## config.mk

```make
export PLATFORM = sky130hd
export DESIGN_NAME = hfrs_queue
export DESIGN_NICKNAME = d
export VERILOG_FILES = /design/src/rtl/hfrs_pkg.sv /design/src/rtl/hfrs_queue.sv
export SDC_FILE = /design/constraint.sdc
export NUM_CORES = 1
export LEC_CHECK = 0
export BUFFER_PORTS_ARGS = -buffer_cell sky130_fd_sc_hd__buf_2
export CAP_MARGIN = 10
export CORE_MARGIN = 4
export CORE_UTILIZATION = 52
export DETAILED_ROUTE_END_ITERATION = 10
export GPL_TIMING_DRIVEN = 0
export PLACE_DENSITY = 0.79
export SLEW_MARGIN = 20
export SYNTH_ARGS = -nofsm -noshare
export SYNTH_HDL_FRONTEND = slang
export SYNTH_SLANG_ARGS = --single-unit
```

## constraint.sdc

```tcl
create_clock -name clk -period 5 [get_ports clk]
set_input_delay 0.25 -clock clk [delete_from_list [all_inputs] [get_ports clk]]
set_output_delay 0.25 -clock clk [all_outputs]
set_load 0.01 [all_outputs]
```

## src/rtl/hfrs_pkg.sv

```systemverilog
package hfrs_pkg;

	localparam int CosDepth = 1024;
	localparam int RomAw = $clog2(CosDepth + 1);
	localparam int FullTurn = 92160;

	localparam logic [2:0] CFG_COUNT = 3'd0;
	localparam logic [2:0] CFG_MEAN = 3'd1;
	localparam logic [2:0] CFG_AMP1 = 3'd2;
	localparam logic [2:0] CFG_PH1 = 3'd3;
	localparam logic [2:0] CFG_AMP2 = 3'd4;
	localparam logic [2:0] CFG_PH2 = 3'd5;
	localparam logic [2:0] CFG_AMP3 = 3'd6;
	localparam logic [2:0] CFG_PH3 = 3'd7;

	// One queued point between the front and the back.
	typedef struct packed {
		logic [11:0] idx1;
		logic [11:0] idx2;
		logic [11:0] idx3;
		logic signed [31:0] sample;
		logic last;
	} hfrs_item_t;

	// Quarter-wave cosine in Q1.30, built by a fixed-point Taylor series.
	function automatic logic [30:0] cos_rom(input logic [RomAw-1:0] r);
		logic [63:0] t, t2, term;
		logic signed [63:0] s;
		s = 64'sd1073741824;
		t = (64'(r) * 64'd1686629713 + 64'(CosDepth / 2)) / 64'(CosDepth);
		t2 = (t * t + (64'd1 << 29)) >> 30;
		term = 64'd1073741824;
		for (int n = 1; n <= 12; n++) begin
			term = ((term * t2) >> 30) / 64'((2 * n - 1) * (2 * n));
			if (n % 2 == 1) s = s - $signed(term);
			else s = s + $signed(term);
		end
		if (s < 0) s = 0;
		if (s > 64'sd1073741824) s = 64'sd1073741824;
		return s[30:0];
	endfunction

endpackage

```

## src/rtl/hfrs_queue.sv

```systemverilog
// Two-entry queue between front and back.
module hfrs_queue import hfrs_pkg::*; (
	input  logic clk,
	input  logic arst_n,
	input  logic push,
	input  hfrs_item_t din,
	input  logic pop,
	output logic full,
	output logic empty,
	output hfrs_item_t dout
);
	hfrs_item_t mem_q [2];
	logic wp_q, rp_q;
	logic [1:0] cnt_q;

	assign full = cnt_q == 2'd2;
	assign empty = cnt_q == 2'd0;
	assign dout = mem_q[rp_q];

	always_ff @(posedge clk or negedge arst_n) begin
		if (!arst_n) begin
			wp_q <= 1'b0;
			rp_q <= 1'b0;
			cnt_q <= 2'd0;
		end else begin
			if (push) wp_q <= !wp_q;
			if (pop) rp_q <= !rp_q;
			cnt_q <= cnt_q + 2'(push) - 2'(pop);
		end
	end

	always_ff @(posedge clk) begin
		if (push) mem_q[wp_q] <= din;
	end
endmodule

```

==> qor.txt <==
num ports: 144
Yosys top cell area share: 75.0%
largest family of logic cells by synthesized area: multiplexers
Mean Syn Cell Area: 24.0 um^2
Slew headroom: 58.8%
CP Class: reg2out
DP Cell Count: 513
met3 Track Usage GR: 6.66%
Async S/R FF share, synth: 2.82%
postcts setup bufs: 0
critical path startpoint category: flop
Layout Cells excl Fill: 617
Pins Over Slew Limit: 0
CTS tree: built
Synth area leaders: edfxtp_1, mux2_4, buf_12, dfrtp_1, ha_1
critical path's top delay family: buffers and inverters
r2r startpoint: wp_q
grt met2 use: 31.8%
leakage: 3.22 nW
Final Skew: 0.00768 ns
Layout area overhead: 41.2%
Total Routed Length: 10.4 mm
met1 usage: 18.1%
total CTS buffers: 17
crit path buf inv count: 3
Tightest Pin Transition: 0.616 ns
Synth Cell Area: 5530 um^2
EDFF count, synth: 138
Crit. End Element: output port
PwrDens: 543 nW/um^2
R2R Setup Slk: 3.47 ns
Synth top cells by count: edfxtp_1, mux2_4, buf_12, dfrtp_1
initial antenna violation count: 0
register area: 4240 um^2
Yosys warning count: 0
final hold viol count: 0
FILL cells: 590
drt drc: 0
critical-path cell list: buf_6, buf_12, mux2_4, buf_2
Synth area leader: edfxtp_1
WP data arrival: 1.69 ns
H-tree lvl count: 4
Simple-Gate Fraction of Synth Area: 0.407%
Post-DRT Antenna Nets: 0
commonest register cell after synthesis: edfxtp_1
Hold Crit Class: in2async
Die Height: 111 um
share of cells above drive strength 1: 53.2%
WP data required: 4.75 ns
status: finished clean
layer with the highest usage: met2
diodes inserted: 0
total core area: 10300 um^2
area of the multi-input gates: 1130 um^2
minimum clock period: 1.94 ns
sequential area share after synthesis: 76.8%
Worst Path Max Fanout: 10
Via-to-Cell Ratio: 4.78
Pwr Total: 0.00424 W
Resize count post-CTS: 0
reg2reg path depth: 2
FF+latch count, synth: 142
die area: 12300 um^2
post-synthesis compound-gate area fraction: 0%
Sinks on Clock Net: 142
peak supply drop: 0.328 mV
Final Cycle Share: 38.9%
post-detail-place hpwl: 6.41 mm
R2R Path End: mem_q[0][17]
GR Util All Layers: 17.5%
Setup violations, final: 0
wire per inst: 16.8 um
die width: 111 um
RSZ-0062 raised after global routing: no
detailed-route via count: 2951
worst stage delay on the critical path: 0.34 ns
port buffer count: 143
grt ovf: 0
vias in the first global route: 3232
worst skew pair latency: 0.51 ns
Synth Area in Adders: 0.453%
most common cell in the netlist: edfxtp_1
initial DRC count: 112
largest net degree at the start of global routing: 52
Post-Syn Instances: 230
root buf cell: clkbuf_8
num rows: 37
first-pass GRT wire length: 16.4 mm
drt first pass iters: 4
nets: 543
Synth cell types: 12
Fmax: 0.515 GHz
Starting Density: 53.5%
CTS Buffer Depth: 2
mux contribution to synthesized area: 18.7%
GP Congestion: 0.698
xor/xnor share of the synthesized area: 0.747%
Post-Syn Nets: 305
CP max stage cell: dfrtp_1
clock-pin slew on the worst setup and hold paths: 0.06 ns
max cap viols: 0
-- cell usage in the layout (no fill, tap or decap) --
| cell | Yosys | layout |
|---|---|---|
| mux2_4 | 69 | 69 |
| inv_1 | 2 | 2 |
| clkbuf_16 | 0 | 16 |
| clkinv_2 | 0 | 1 |
| ha_1 | 2 | 2 |
| edfxtp_1 | 138 | 138 |
| clkbuf_8 | 0 | 1 |
| buf_2 | 0 | 143 |
| inv_8 | 0 | 1 |
| dlygate4sd3_1 | 0 | 72 |
| dfrtp_1 | 4 | 4 |
| clkinvlp_4 | 0 | 4 |
| buf_12 | 7 | 7 |
| nor2_1 | 1 | 1 |
| nor2b_1 | 2 | 1 |
| xor3_1 | 1 | 1 |
| clkinv_1 | 0 | 2 |
| xor2_1 | 2 | 2 |
| and2_4 | 0 | 1 |
| clkinv_4 | 0 | 2 |
| buf_16 | 0 | 4 |
| buf_6 | 1 | 1 |
| bufinv_16 | 0 | 1 |
| inv_6 | 0 | 4 |
| nor2b_4 | 0 | 1 |
-- metal layers --
layer  routed length (um)  vias to the layer above
met3                  586                       15
met4                  180                        0
met5                    0                        -
met2                 5730                       98
met1                 3880                     1438
li1                     -                     1400
-- sequential cells by signal, indices dropped and copies added (netlist names) --
| name | count |
|---|---|
| rp_q | 1 |
| wp_q | 1 |
| cnt_q | 2 |
| mem_q | 138 |
-- cells by family after synthesis --
| kind of cell | after synthesis |
|---|---|
| xor+xnor | 3 |
| fa+ha+maj | 2 |
| simple gates | 4 |
| flops | 142 |
| mux | 69 |
| buf+inv | 10 |
-- through the flow --
stage	instance area, um^2	TNS (ns)	setup WS (ns)	utilization, %	hold WS, ns
3_5_place_dp	6530	0	3.49	63.3	0.0639
5_1_grt	7800	0	2.97	75.6	0.0489
4_1_cts	7800	0	3.02	75.6	0.0448
2_1_floorplan	5530	0	1.03	-	-0.0456
6_report	7800	0	3.06	75.6	0.0819
3_3_place_gp	6410	-37.02	-0.540	62.1	0.0563
-- layout make-up --
cell class              count  area share [%]
clock buffers              17            5.31
repair buffers            219            19.8
inverters                   2          0.0962
well taps                 136            2.18
plain buffers               8            1.94
clock inverters            15            1.75
multi-input cells          78            14.5
flip-flops and latches    142            54.4
-- power by group --
group          switching, W  internal [W]
clock              0.000478      0.000664
sequential        0.0000681       0.00158
combinational      0.000642      0.000803
-- timing repair --
item / in CTS / in global routing
hold endpoints to repair: 144 / 0
endpoints found under the setup margin: 0 / 0
hold buffers: 72 / 0
-- worst max-delay path by stage --
stage	cells past startpoint	endpoint	slack, ns	startpoint
global placement	1	mem_q[0][28]	-0.54	wp_q
floorplan	1	mem_q[0][0]	1.03	wp_q
finish	4	dout[23]	3.06	rp_q
detailed placement	2	mem_q[0][25]	3.49	wp_q
CTS	4	dout[23]	3.02	rp_q
global route	4	dout[23]	2.97	rp_q
No activity file was read; power rests on OpenSTA's default activity.
