`src/rtl/hfrs_pkg.sv`:
```
package hfrs_pkg;

	localparam int CosDepth = 1024;
	localparam int RomAw = $clog2(CosDepth + 1);
	localparam int FullTurn = 92160;

	localparam logic [2:0] CFG_COUNT = 3'd0;
	localparam logic [2:0] CFG_MEAN = 3'd1;
	localparam logic [2:0] CFG_AMP1 = 3'd2;
	localparam logic [2:0] CFG_PH1 = 3'd3;
	localparam logic [2:0] CFG_AMP2 = 3'd4;
	localparam logic [2:0] CFG_PH2 = 3'd5;
	localparam logic [2:0] CFG_AMP3 = 3'd6;
	localparam logic [2:0] CFG_PH3 = 3'd7;

	// One queued point between the front and the back.
	typedef struct packed {
		logic [11:0] idx1;
		logic [11:0] idx2;
		logic [11:0] idx3;
		logic signed [31:0] sample;
		logic last;
	} hfrs_item_t;

	// Quarter-wave cosine in Q1.30, built by a fixed-point Taylor series.
	function automatic logic [30:0] cos_rom(input logic [RomAw-1:0] r);
		logic [63:0] t, t2, term;
		logic signed [63:0] s;
		s = 64'sd1073741824;
		t = (64'(r) * 64'd1686629713 + 64'(CosDepth / 2)) / 64'(CosDepth);
		t2 = (t * t + (64'd1 << 29)) >> 30;
		term = 64'd1073741824;
		for (int n = 1; n <= 12; n++) begin
			term = ((term * t2) >> 30) / 64'((2 * n - 1) * (2 * n));
			if (n % 2 == 1) s = s - $signed(term);
			else s = s + $signed(term);
		end
		if (s < 0) s = 0;
		if (s > 64'sd1073741824) s = 64'sd1073741824;
		return s[30:0];
	endfunction

endpackage

```
`src/rtl/hfrs_front.sv`:
```
// Front: forms the three harmonic angles and reduces them to circle indexes.
module hfrs_front import hfrs_pkg::*; (
	input  logic clk,
	input  logic arst_n,
	input  logic in_valid,
	input  logic [16:0] phase_deg,
	input  logic [31:0] sample_value,
	input  logic last_point,
	input  logic signed [16:0] ph1,
	input  logic signed [16:0] ph2,
	input  logic signed [16:0] ph3,
	input  logic q_full,
	output logic in_stall,
	output logic q_push,
	output hfrs_item_t q_item
);
	logic v_s1;
	logic signed [19:0] a1_s1, a2_s1, a3_s1;
	logic [31:0] y_s1;
	logic l_s1;

	// Circle index of an angle: reduce modulo a turn, then round to 4*D steps.
	// The angle is lifted by three turns and brought into one turn by three
	// compare and subtract steps. The rounding divide by a quarter step
	// (22.5 units) becomes (2*m + 22) / 45, done as a reciprocal multiply
	// that is exact for every value below 2^18.
	function automatic logic [11:0] circ_idx(input logic signed [19:0] a);
		logic [19:0] m;
		logic [17:0] v;
		logic [36:0] p;
		m = 20'(a + 20'sd276480);
		if (m >= 20'(4 * FullTurn)) m = m - 20'(4 * FullTurn);
		if (m >= 20'(2 * FullTurn)) m = m - 20'(2 * FullTurn);
		if (m >= 20'(FullTurn)) m = m - 20'(FullTurn);
		v = {m[16:0], 1'b0} + 18'd22;
		p = 37'(v) * 37'd372828;
		return p[35:24];
	endfunction

	assign in_stall = v_s1 && q_full;
	assign q_push = v_s1 && !q_full;
	assign q_item.idx1 = circ_idx(a1_s1);
	assign q_item.idx2 = circ_idx(a2_s1);
	assign q_item.idx3 = circ_idx(a3_s1);
	assign q_item.sample = $signed(y_s1);
	assign q_item.last = l_s1;

	// Angle register; the reduction follows on the queue side.
	always_ff @(posedge clk or negedge arst_n) begin
		if (!arst_n) begin
			v_s1 <= 1'b0;
		end else if (!in_stall) begin
			v_s1 <= in_valid;
		end
	end

	always_ff @(posedge clk) begin
		if (in_valid && !in_stall) begin
			a1_s1 <= 20'($signed(phase_deg)) + 20'(ph1);
			a2_s1 <= 20'($signed(phase_deg)) * 20'sd2 + 20'(ph2);
			a3_s1 <= 20'($signed(phase_deg)) * 20'sd3 + 20'(ph3);
			y_s1 <= sample_value;
			l_s1 <= last_point;
		end
	end
endmodule

```
`config.mk`:
```
export PLATFORM = sky130hd
export DESIGN_NAME = hfrs_front
export DESIGN_NICKNAME = d
export VERILOG_FILES = /design/src/rtl/hfrs_pkg.sv /design/src/rtl/hfrs_front.sv
export SDC_FILE = /design/constraint.sdc
export NUM_CORES = 1
export LEC_CHECK = 0
export BUFFER_PORTS_ARGS = -buffer_cell sky130_fd_sc_hd__buf_2
export CAP_MARGIN = 40
export CORE_MARGIN = 5
export CORE_UTILIZATION = 40
export DETAILED_ROUTE_END_ITERATION = 10
export GPL_ROUTABILITY_DRIVEN = 0
export HOLD_SLACK_MARGIN = 0.06
export PLACE_DENSITY_LB_ADDON = 0.08
export SLEW_MARGIN = 20
export SYNTH_ARGS = -nofsm -noshare
export SYNTH_HDL_FRONTEND = slang
export SYNTH_SLANG_ARGS = --single-unit
```
`constraint.sdc`:
```
create_clock -name clk -period 9.35 [get_ports clk]
set_input_delay 0.4675 -clock clk [delete_from_list [all_inputs] [get_ports clk]]
set_output_delay 0.4675 -clock clk [all_outputs]
set_load 0.005 [all_outputs]
```
==> results.txt, run 1 <==
* Clock tree from TritonCTS: built
- The first detailed-routing pass took 5 iterations.
* Placement Cell Area: between 0.02 and 0.03 mm^2
- The count of cells in the finished layout, fillers not included, comes to between 3000 and 4000.
* Synth top area share: roughly 26%
- The first global-routing pass estimated 94.8 mm of wire.
- The initial utilization of the core area, before any placement, comes to between 40% and 50%.
- After clock tree synthesis, the clock-pin slew on the worst setup and hold paths is roughly 0.080 ns.
- Maximum level of the CTS H-tree: 3
- Pin placement for this block handled 176 I/O pins.
- Compared with the post-synthesis result, the final layout area differs by 23.8%.
- TritonCTS buffer count: 9
* Ant. Diodes: 0
* Vias in the first global route: 19335
- In this run the remaining antenna-violating nets after routing total 0.
* FFs w/ async S/R, synth: 1.10%
- Cell count of the worst hold path: 1
- Area occupied by multi-input gates: 0.0191 mm^2
* Area occupied by registers: between 0.002 and 0.003 mm^2
- Kind of end point of the critical path: output port
- The synthesized netlist occupies a cell area of about 0.023 mm^2.
- Final Cell Area: 0.0288 mm^2
- Number of synthesized flops with an enable pin: 90
- For hold timing, the worst endpoint is y_s1[13].
- Die span in x: ~250 um
- Antenna violations before repair: 2
- After floorplanning, the core was divided into 88 placement rows.
- Die outline area: 0.0632 mm^2
- Core outline area: roughly 0.058 mm^2
* Kind of critical path: flip-flop to output port
- Measured along the y axis, the die boundary spans around 250 um.
- The slowest stage of the critical path is the sky130_fd_sc_hd__fa_1 cell.
- Cell count of the worst reg-to-reg path: 3
* Placed wire-length estimate after detailed placement: roughly 50 mm
* Worst Hold Class: primary input to flip-flop
- The max-slew violation total from the final report came to 0.
* Clock latency on the worst-skew pair: roughly 0.36 ns
- The worst hold path begins at sample_value[13].
- Clock tree synthesis selected as its root buffer the cell sky130_fd_sc_hd__clkbuf_16.
- The setup check on the worst reg-to-reg path leaves a slack of 7.35 ns.
* Synth Area per Inst: approximately 9.2 um^2
- Synthesized netlist cell count: roughly 2500
- Summing the sequential cell areas from Yosys gives a little under an eighth of the chip area.
- Worst path max stage delay: about 0.54 ns
- For this design, the sink count on the clock tree is 91.
- For this run, the leading register cell type out of synthesis is sky130_fd_sc_hd__edfxtp_1.
* Max_cap viols: 0
* Fraction of layout cells with a size suffix above 1: between 20 and 25%
- Setup violations remaining at the end of the flow were counted as 7.
- Seq cells post-synth: 91
- Total count of hold-check failures in the final report: 0
- Total grt overflow: 0
* # port buffers: 175
- Worst clock skew on the final layout: around 0.013 ns
- Initial detailed-routing violation count: around 650
* Fin crit period: slightly below 10 ns
- Measured against its own limit, the worst slew margin works out to between 40% and 50%.
* Launch point of the worst reg-to-reg path: v_s1
- Once routing completed, OpenROAD measured the worst setup slack at -0.365 ns.
- No sink is reached through more buffers than the 2 on the longest clock path.
* Library cell with the highest instance count after synthesis: sky130_fd_sc_hd__inv_1
* Count of vias placed by the detailed router: ~18000
- Global routing consumed, over all layers together, 18.1% of the routing resources.
- Share of the clock period used by the worst path: 104%
* Number of distinct library cells after synthesis: just over 90
* Violations in the final reports: negative setup slack
- Unrepaired setup endpoints after global routing: true
* Total Routed Length: 56.6 mm
- Cell type with the largest total area after synthesis: sky130_fd_sc_hd__ha_1
- By count the netlist is led by 706 x sky130_fd_sc_hd__inv_1, 475 x sky130_fd_sc_hd__ha_1, 270 x sky130_fd_sc_hd__fa_1.
- Via density per instance: approximately 4.8
- Ranked by total cell area, the synthesized netlist is headed by sky130_fd_sc_hd__ha_1 26%, sky130_fd_sc_hd__fa_1 23%, sky130_fd_sc_hd__edfxtp_1 12%.
- Total of warnings raised by yosys: 0
- Fill cells in the final layout number around 5600.
- Pin count of the biggest net entering global routing: 54
- Wire length per cell: 15.1 um
* Outcome: complete, but fails checks
* Post-Route Setup TNS: -0.957 ns
* Remaining design rule violation count: 0
- For the worst setup path, the data required time is 8.88 ns.
- By instance count, the cell type seen most on the critical path is sky130_fd_sc_hd__fa_1.
- Startpoint kind of the worst setup timing path: flip-flop
- Along the worst path, the maximum fanout reaches 6.
- The number of nets in the synthesized netlist is 3380.
- The endpoint identified for the worst register-to-register timing path is a3_s1[8].
- Total Nets Final: around 3800
- Slew at the pin with the worst max-slew slack: around 0.79 ns
* Crit path DAT: 9.25 ns
* Instance count after placement with tap cells included: around 3700
- For this run, the top clock speed supported by timing is 0.103 GHz.
[state kept, by name (all words and copies together), names as in the netlist]
signal,count
a1_s1,18
l_s1,1
v_s1,1
a3_s1,20
a2_s1,19
y_s1,32
[critical path, delay by kind of cell, from the launching register on]
family	cells	cell delay (ns)
muxes	1	0.14
adders and majority gates	7	2.66
and+or+nand+nor	6	1.04
AOI/OAI and AO/OA	18	3.31
buffers and inverters	7	0.82
DFF	1	0.47
xor gates and xnor gates	3	0.45
[area by class of cell]
type	count	area share, %
multi-input cells	1709	66.3
repair buffers	456	10.6
flip-flops and latches	91	9.46
inverters	708	9.24
well taps	765	3.32
clock buffers	9	0.781
clock inverters	7	0.282
[layer usage]
layer  share of wire, %  global-route usage, %  vias up
met4                1.5                   3.07        0
met3                2.1                   1.23       43
met5                  0                      0        -
li1                   -                      -     9124
met1                 45                   23.6     8726
met2                 51                   33.4      218
[metrics by stage]
step	setup WS (ns)	utilization [%]	hold WS, ns
floorplan	-0.132	-	0.172
global placement	-0.0370	46.6	0.242
detailed placement	-0.341	46.7	0.244
CTS	-0.328	48.9	0.266
global route	-0.870	50.0	0.262
finish	-0.365	50.0	0.277
[worst max-delay path by stage]
stage	endpoint	from	slack (ns)
2_1_floorplan	q_item[44]	a3_s1[11]	-0.13
3_3_place_gp	q_item[44]	a3_s1[11]	-0.04
3_5_place_dp	q_item[56]	a2_s1[11]	-0.34
4_1_cts	q_item[44]	a3_s1[11]	-0.33
5_1_grt	q_item[44]	a3_s1[11]	-0.87
6_report	q_item[44]	a3_s1[11]	-0.36
[placed cells by master (no fill, tap or decap), drive strengths merged, types with 16 or more instances in the layout]
cell type / n
nand4: 16
a21o: 26
o21ai: 82
ha: 475
a31oi: 16
a21oi: 77
nor3: 38
o21bai: 18
xor2: 43
xnor2: 136
buf: 453
nor2: 112
nor2b: 24
edfxtp: 90
inv: 710
o21a: 32
nand2: 61
fa: 270
nand3: 30
[logic make-up (layout without fill, tap and decap cells)]
kind of cell               Yosys count  after routing  synth area share [%]
adders and majority gates          745            745                  48.7
AOI/OAI and AO/OA                  375            375                  11.2
and+or+nand+nor                    384            384                  8.41
buffers and inverters              730           1180                  11.9
muxes                               24             24                  1.08
xor gates and xnor gates           181            181                  7.05
DFF                                 91             91                  11.7
[what timing repair did]
action                     in CTS  in global routing
hold buffers                    1                  0
gates resized for setup       134                101
hold endpoints to repair        1                  0
setup endpoints to repair      17                 29
pin swaps                     115                 82
buffers inserted               48                 19
cloned                          0                  0
Power of run 1 is left out: the tool's default activity adds up to more than one toggle a clock period on the data nets, which glitch-free logic cannot reach.
==> run 2, diff against run 1 <==
--- a/config.mk
+++ b/config.mk
@@ -5,11 +5,11 @@
 export SDC_FILE = /design/constraint.sdc
 export NUM_CORES = 1
 export LEC_CHECK = 0
-export BUFFER_PORTS_ARGS = -buffer_cell sky130_fd_sc_hd__buf_2
 export CAP_MARGIN = 40
 export CORE_MARGIN = 5
 export CORE_UTILIZATION = 40
 export DETAILED_ROUTE_END_ITERATION = 10
+export DONT_BUFFER_PORTS = 1
 export GPL_ROUTABILITY_DRIVEN = 0
 export HOLD_SLACK_MARGIN = 0.06
 export PLACE_DENSITY_LB_ADDON = 0.08
==> run 2 against run 1 <==
The flow still finishes with violations (negative setup slack). Critical path depth up 2. Clock skew up 0.0046 ns. Utilization down 0.81 points. Register-to-register slack about the same. Via count down 3.7%. Flip-flop and latch count unchanged. Global-route usage about the same. Sequential share of layout area up 0.16 points. Fmax down 0.26%. Critical path type unchanged.
==> results.txt, run 2 (synthesis gave the netlist of run 1 again) <==
* Outcome: complete, but fails checks
* Violations in the final reports: negative setup slack
- The count of cells along the worst register-to-register path came to 3 (unchanged).
- Worst path max stage delay: 0.56 ns (+0.02 ns)
- Setup repair after global routing could not meet its margin everywhere.
* Kind of end point of the critical path: output port
* GRT Overall Usage: 18.1% (+0.050 points)
- Share of the clock period used by the worst path: 104% (+0.27 points)
- Startpoint of the worst hold path: sample_value[29]
- The slew at the pin with the worst max-slew slack came to 0.930 ns (+0.140 ns).
* Number of routed nets with antenna violations: 0 (unchanged)
* Total Routed Length: 57.4 mm (+1.4%)
- Most frequent cells in the layout: 667 x sky130_fd_sc_hd__inv_1, 434 x sky130_fd_sc_hd__ha_1, 267 x sky130_fd_sc_hd__fa_1, 253 x sky130_fd_sc_hd__buf_4, 113 x sky130_fd_sc_hd__xnor2_1
- Count of pins over their slew limit: 0 (unchanged)
* Number of flip-flops under the largest register name: 32 (unchanged)
- The total setup violations reported at the end of the flow is 7 (unchanged).
* Area occupied by multi-input gates: 0.0195 mm^2 (+2.0%)
- Core outline area: 0.0577 mm^2 (unchanged)
- The largest fanout of any net on the critical path was 4 (-2).
- The register with the most flip-flops in the final layout is y_s1.
* Starting Density: 40.4% (unchanged)
* Dominant delay contributor by cell family on the critical path: compound AO/OA/AOI/OAI gates
- Total count of hold-check failures in the final report: 0 (unchanged)
- The fill cell instance count of the final layout is 5494 (-1.6%).
- The vias per cell is 4.89 (+1.0%).
- The setup skew after layout came to 0.0180 ns (+0.00457 ns).
- Clock tree from TritonCTS: built
- The layout net count is 3649 (-4.6%).
- Clock tree root driver cell: sky130_fd_sc_hd__clkbuf_16
- The highest clock rate came to 0.103 GHz (-0.26%).
* Fin worst setup slack: -0.390 ns (-0.0253 ns)
- The final standard cell utilization of the core came to 49.2% (-0.81 points).
- In this run the critical register-to-register path is launched from v_s1.
- Clock latency on the worst-skew pair: 0.36 ns (about the same)
- Startpoint kind of the worst setup timing path: flip-flop
- The arrival time at the worst endpoint was 9.27 ns (+0.02 ns).
* Number of ports placed on the die boundary: 176 (unchanged)
- Remaining design rule violation count: 0 (unchanged)
- Count of vias placed by the detailed router: 17446 (-3.7%)
- Kind of critical path: flip-flop to output port
* CTS Sinks: 91 (unchanged)
- Total grt overflow: 0 (unchanged)
* First-pass GRT wire length: 94.4 mm (-0.33%)
- Wire length per cell: 16.1 um (+6.4%)
- Max-Slew Margin vs Limit: 37.6% (-9.4 points)
- The endpoint identified for the worst register-to-register timing path is a3_s1[10].
- The initial antenna violation count is 4 (+2).
- The maximum number of pins on one net before global-route repair is 50 (-7.4%).
- Req. time, crit path: 8.88 ns (about the same)
* Fraction of layout cells with a size suffix above 1: 21.2% (-2.8 points)
* Flop2flop setup slack: 7.36 ns (about the same)
- TritonCTS buffer count: 9 (unchanged)
- The largest registers in the layout are y_s1 x32, a3_s1 x20, a2_s1 x19.
- Vertical die dimension: 251 um (unchanged)
* Fin crit period: 9.74 ns (+0.0253 ns)
- The number of max-cap violations is 0 (unchanged).
- The number of H-tree branching levels was 3 (unchanged).
- Area added between synthesis and finish: 21.8%
* Worst Hold Class: primary input to flip-flop
- Sink of the worst hold path: y_s1[29]
* Die span in x: 251 um (unchanged)
* Number of placement rows: 88 (unchanged)
- Cell count of the worst hold path: 0 (-1)
- DRT Pass-1 Iters: 5 (unchanged)
- Slowest stage cell on the critical path: sky130_fd_sc_hd__fa_2
- The count of buffering cells on the critical path with inverters included was 10 (+3).
* Area occupied by registers: 0.00273 mm^2 (unchanged)
- # port buffers: 0 (-100%)
* Commonest non-fill, non-tap cell in the layout: sky130_fd_sc_hd__inv_1
- The full die area is 0.0632 mm^2 (unchanged).
- Max Root-Sink Buffers: 2 (unchanged)
- The detailed-placement wirelength estimate is 49.8 mm (-0.32%).
- The number of global-route vias before repair came to 18720 (-3.2%).
- The clock transition at the register clock pins on the worst setup and hold paths after CTS was 0.09 ns (about the same).
- The first-iteration detailed-routing DRC count came to 529 (-19%).
[run 2: cell types whose count changed in the layout (fill, tap and decap cells not counted), moves of 7 or more]
cell                     before  now
sky130_fd_sc_hd__inv_1      682  667
sky130_fd_sc_hd__ha_4        19   27
sky130_fd_sc_hd__nor2_1     105   98
sky130_fd_sc_hd__buf_2      175    1
sky130_fd_sc_hd__inv_2       24   39
sky130_fd_sc_hd__buf_4      262  253
sky130_fd_sc_hd__buf_6       14   21
[run 2: what timing repair did]
action,4_1_cts,5_1_grt
endpoints found under the hold margin,1,0
setup endpoints to repair,14,33
gates cloned,1,0
buffers inserted,61,36
gates resized for setup,136,186
pin swaps,110,135
hold buffers,1,0
[run 2: worst max path at each step]
| stage | cells after the start | to | slack [ns] | start |
|---|---|---|---|---|
| finish | 44 | q_item[44] | -0.39 | a3_s1[13] |
| floorplan | 38 | q_item[44] | -0.13 | a3_s1[11] |
| detailed placement | 42 | q_item[44] | -0.23 | a3_s1[11] |
| CTS | 38 | q_item[44] | -0.35 | a3_s1[11] |
| global route | 44 | q_item[44] | -0.84 | a3_s1[13] |
| global placement | 42 | q_item[44] | 0.04 | a3_s1[11] |
[run 2: final cells by class]
class,count,share of cell area [%]
clock inverter,7,0.313
tap,765,3.37
antenna,2,0.0176
sequential,91,9.62
clock buffer,9,0.794
multi-input combinational,1709,68.7
inverter,708,9.39
timing repair buffer,280,7.78
[run 2: per-layer routing]
metal	share of wire (%)	track usage, %
met1	44	23.3
met2	52	33.6
met3	3.0	2.17
met4	1.2	2.31
met5	0.073	0
[run 2: stage by stage]
stage	cells	setup WS [ns]	hold slack, ns	setup TNS, ns	area, um^2
2_1_floorplan	2530	-0.132	0.172	-0.202	23500
3_3_place_gp	3464	0.0421	0.172	0	25800
3_5_place_dp	3465	-0.230	0.172	-0.438	25800
4_1_cts	3542	-0.346	0.183	-0.781	27300
5_1_grt	3569	-0.837	0.166	-6.05	28400
6_report	3571	-0.390	0.196	-0.927	28400
[run 2: worst register-to-register path, cell delays in order (launching register included)]
cell                      delay, ns
sky130_fd_sc_hd__dfrtp_1       0.38
sky130_fd_sc_hd__and2_1        0.21
sky130_fd_sc_hd__nor2b_4       0.36
sky130_fd_sc_hd__buf_4         0.60
Power of run 2 is left out for the same reason.
==> run 3, diff against run 2 <==
--- a/config.mk
+++ b/config.mk
@@ -5,6 +5,7 @@
 export SDC_FILE = /design/constraint.sdc
 export NUM_CORES = 1
 export LEC_CHECK = 0
+export ABC_AREA = 1
 export CAP_MARGIN = 40
 export CORE_MARGIN = 5
 export CORE_UTILIZATION = 40
==> run 3 against run 2 <==
The run now ends clean. Cell area is 9.1% lower. Register-to-register slack improved by 0.06 ns. Cell count increased by 0.92%. Sequential share of layout area is 0.96 points higher. Worst hold slack better by 0.012 ns. Clock skew fell by 0.0087 ns. Critical endpoint is now q_item[56]. Non-clock buffer count decreased by 216.
==> results.txt, run 3 <==
- The arrival time at the worst endpoint is 8.42 ns (-0.85 ns).
- Clock latency on the worst-skew pair: 0.35 ns (about the same)
- CTS Sinks: 91 (unchanged)
- TritonCTS built the clock tree.
- Die outline area: 0.0634 mm^2 (+0.38%)
- The largest fanout of any net on the critical path came to 7 (+3).
- The required time of the worst setup path is 8.88 ns (about the same).
- The portion of synthesized cell area occupied by the leading cell type was 25.4% (-0.10 points).
- Most common cell type on the critical path: sky130_fd_sc_hd__nand2_2
- Clock tree root driver cell: sky130_fd_sc_hd__clkbuf_16
* Area added between synthesis and finish: 10.2%
- Core outline area: 0.0578 mm^2 (+0.19%)
- Clock transition at the registers of the reported paths: 0.07 ns (-0.02 ns)
* Commonest non-fill, non-tap cell in the layout: sky130_fd_sc_hd__inv_1
* Most used flip-flop cell after synthesis: sky130_fd_sc_hd__edfxtp_1
* Top register by number of flip-flops: y_s1
- Die span in x: 252 um (+0.19%)
- Synth Area per Inst: 8.48 um^2 (-7.9%)
* Most frequent cells in the layout: 777 x sky130_fd_sc_hd__inv_1, 454 x sky130_fd_sc_hd__ha_1, 327 x sky130_fd_sc_hd__nand2_1, 270 x sky130_fd_sc_hd__fa_1, 122 x sky130_fd_sc_hd__a21oi_1
- The routed length per placed instance was 15.4 um (-4.2%).
- Kind of critical path: flip-flop to output port
- Vertical die dimension: 252 um (+0.19%)
* Total grt overflow: 0 (unchanged)
* Outcome: completed
* Max-Slew Margin vs Limit: 49.7% (+12 points)
- The global-route total usage across every layer was 17.6% (-0.49 points).
- The met3 track utilization from global routing came to 2.78% (+0.61 points).
* Bufs and invs on worst path: 6 (-4)
- The setup skew after layout came to 0.00929 ns (-0.00870 ns).
* Placement Cell Area: 0.0245 mm^2 (-5.3%)
- The met1 routing resource usage after global routing is 24.2% (+0.85 points).
- The I/O pin count is 176 (unchanged).
- The portion of the clock cycle consumed by the worst path in the final layout was 95.1% (-9.1 points).
* Total of warnings raised by yosys: 0 (unchanged)
* Total Routed Length: 55.5 mm (-3.3%)
- Synthesized netlist cell count: 2758 (+9.0%)
- The number of max-cap violations was 0 (unchanged).
- Broken down by cell family, the worst path's largest delay share belongs to simple AND/OR/NAND/NOR gates.
- Met2 layer usage reported by global route: 30.9% (-2.7 points)
- Fin crit period: 8.89 ns (-0.848 ns)
* Count of pins over their slew limit: 0 (unchanged)
- Slew at the pin with the worst max-slew slack: 0.750 ns (-0.180 ns)
* Post-Route Setup TNS: 0 ns (+0.927 ns)
* Fraction of layout cells with a size suffix above 1: 11.0% (-10 points)
- The proportion of synthesized flip-flops having asynchronous set or reset came to 1.10% (unchanged).
- Via density per instance: 4.76 (-2.5%)
- Largest registers: y_s1 x32, a3_s1 x20, a2_s1 x19
* Starting Density: 40.5% (+0.083 points)
- Seq cells post-synth: 91 (unchanged)
- The total clock buffers created by CTS is 9 (unchanged).
* Antenna violations before repair: 5 (+1)
- Initial detailed-routing violation count: 640 (+21%)
- The largest buffer count on any clock path is 2 (unchanged).
* Number of flip-flops under the largest register name: 32 (unchanged)
- The number of nets produced by synthesis is 3608 (+6.7%).
- Number of synthesized flops with an enable pin: 90 (unchanged)
- The maximum number of pins on one net before global-route repair is 53 (+6.0%).
- The number of buffer cells added on primary ports came to 0 (unchanged).
- By count the netlist is led by 787 x sky130_fd_sc_hd__inv_1, 475 x sky130_fd_sc_hd__ha_1, 353 x sky130_fd_sc_hd__nand2_1.
- Vias in the first global route: 17833 (-4.7%)
* Remaining design rule violation count: 0 (unchanged)
- The site row count is 88 (unchanged).
- The number of H-tree branching levels came to 3 (unchanged).
* Count of vias placed by the detailed router: 17159 (-1.6%)
- The highest clock rate came to 0.112 GHz (+9.5%).
* Number of routed nets with antenna violations: 0 (unchanged)
- The worst setup path is launched from a flip-flop.
- Final Cell Area: 0.0258 mm^2 (-9.1%)
- The delay of the slowest cell on the worst path is 0.55 ns (about the same).
* Total count of hold-check failures in the final report: 0 (unchanged)
* Worst Hold Class: primary input to flip-flop
- Number of distinct library cells after synthesis: 57 (-38%)
* Top cells by area, synth: sky130_fd_sc_hd__ha_1 25%, sky130_fd_sc_hd__fa_1 23%, sky130_fd_sc_hd__inv_1 13%
- For this design, the slowest cell found on the critical path is sky130_fd_sc_hd__fa_1.
- Library cell with the highest instance count after synthesis: sky130_fd_sc_hd__inv_1
- First-pass GRT wire length: 91.6 mm (-3.0%)
* Kind of end point of the critical path: output port
- DRT Pass-1 Iters: 5 (unchanged)
- The layer flagged by global routing as most heavily used is met2.
- The detailed-placement wirelength estimate came to 49.8 mm (about the same).
* Total Nets Final: 3683 (+0.93%)
* Cell type with the largest total area after synthesis: sky130_fd_sc_hd__ha_1
* Share of the yosys chip area belonging to registers: 11.7% (-0.046 points)
* Final setup viols: 0 (-7)
* Cell area after synthesis: 0.0234 mm^2 (+0.40%)
[run 3: worst paths after layout]
path	from	to	slack, ns	cells after the start
max reg2reg	v_s1	a2_s1[10]	7.42	4
max in group asynchronous	arst_n	v_s1	8.93	1
min in group asynchronous	arst_n	v_s1	0.32	1
max	a2_s1[12]	q_item[56]	0.46	47
min reg2reg	v_s1	v_s1	0.51	2
min	sample_value[10]	y_s1[10]	0.21	0
[run 3: cells by family after synthesis]
family / after synthesis / share of synthesized area, %
AOI/OAI and AO/OA: 259 / 6.49
adders and majority gates: 745 / 48.5
buffers and inverters: 816 / 13.2
DFF: 91 / 11.7
xor gates and xnor gates: 162 / 6.32
and+or+nand+nor: 685 / 13.8
[run 3: stage by stage]
| step | util (%) | hold slack (ns) | cells | setup slack [ns] |
|---|---|---|---|---|
| floorplan | - | 0.172 | 2758 | 1.13 |
| global placement | 42.3 | 0.172 | 3534 | -0.0754 |
| detailed placement | 42.3 | 0.172 | 3536 | -0.126 |
| CTS | 43.1 | 0.190 | 3560 | 0.00828 |
| global route | 44.6 | 0.181 | 3603 | -0.0981 |
| finish | 44.6 | 0.208 | 3604 | 0.458 |
[run 3: area by class of cell]
type / instances / area (um^2)
inverter: 813 / 3060
clock inverter: 6 / 50.0
clock buffer: 10 / 229
timing repair buffer: 64 / 512
antenna: 1 / 2.50
sequential: 91 / 2730
fill: 5849 / 32000
tap: 765 / 957
multi-input combinational: 1854 / 18200
[run 3: layer usage]
metal | vias up | routed length [um]
li1 | 8745 | -
met1 | 8156 | 26300
met2 | 218 | 26900
met3 | 32 | 2030
met4 | 8 | 288
met5 | - | 54
[run 3: timing repair]
action,in CTS,in global routing
gates resized for setup,17,115
endpoints found under the setup margin,5,23
hold buffers,1,0
pin swaps,5,42
hold endpoints to repair,1,0
cloned,0,3
setup buffers,7,40
Power of run 3 is left out for the same reason.
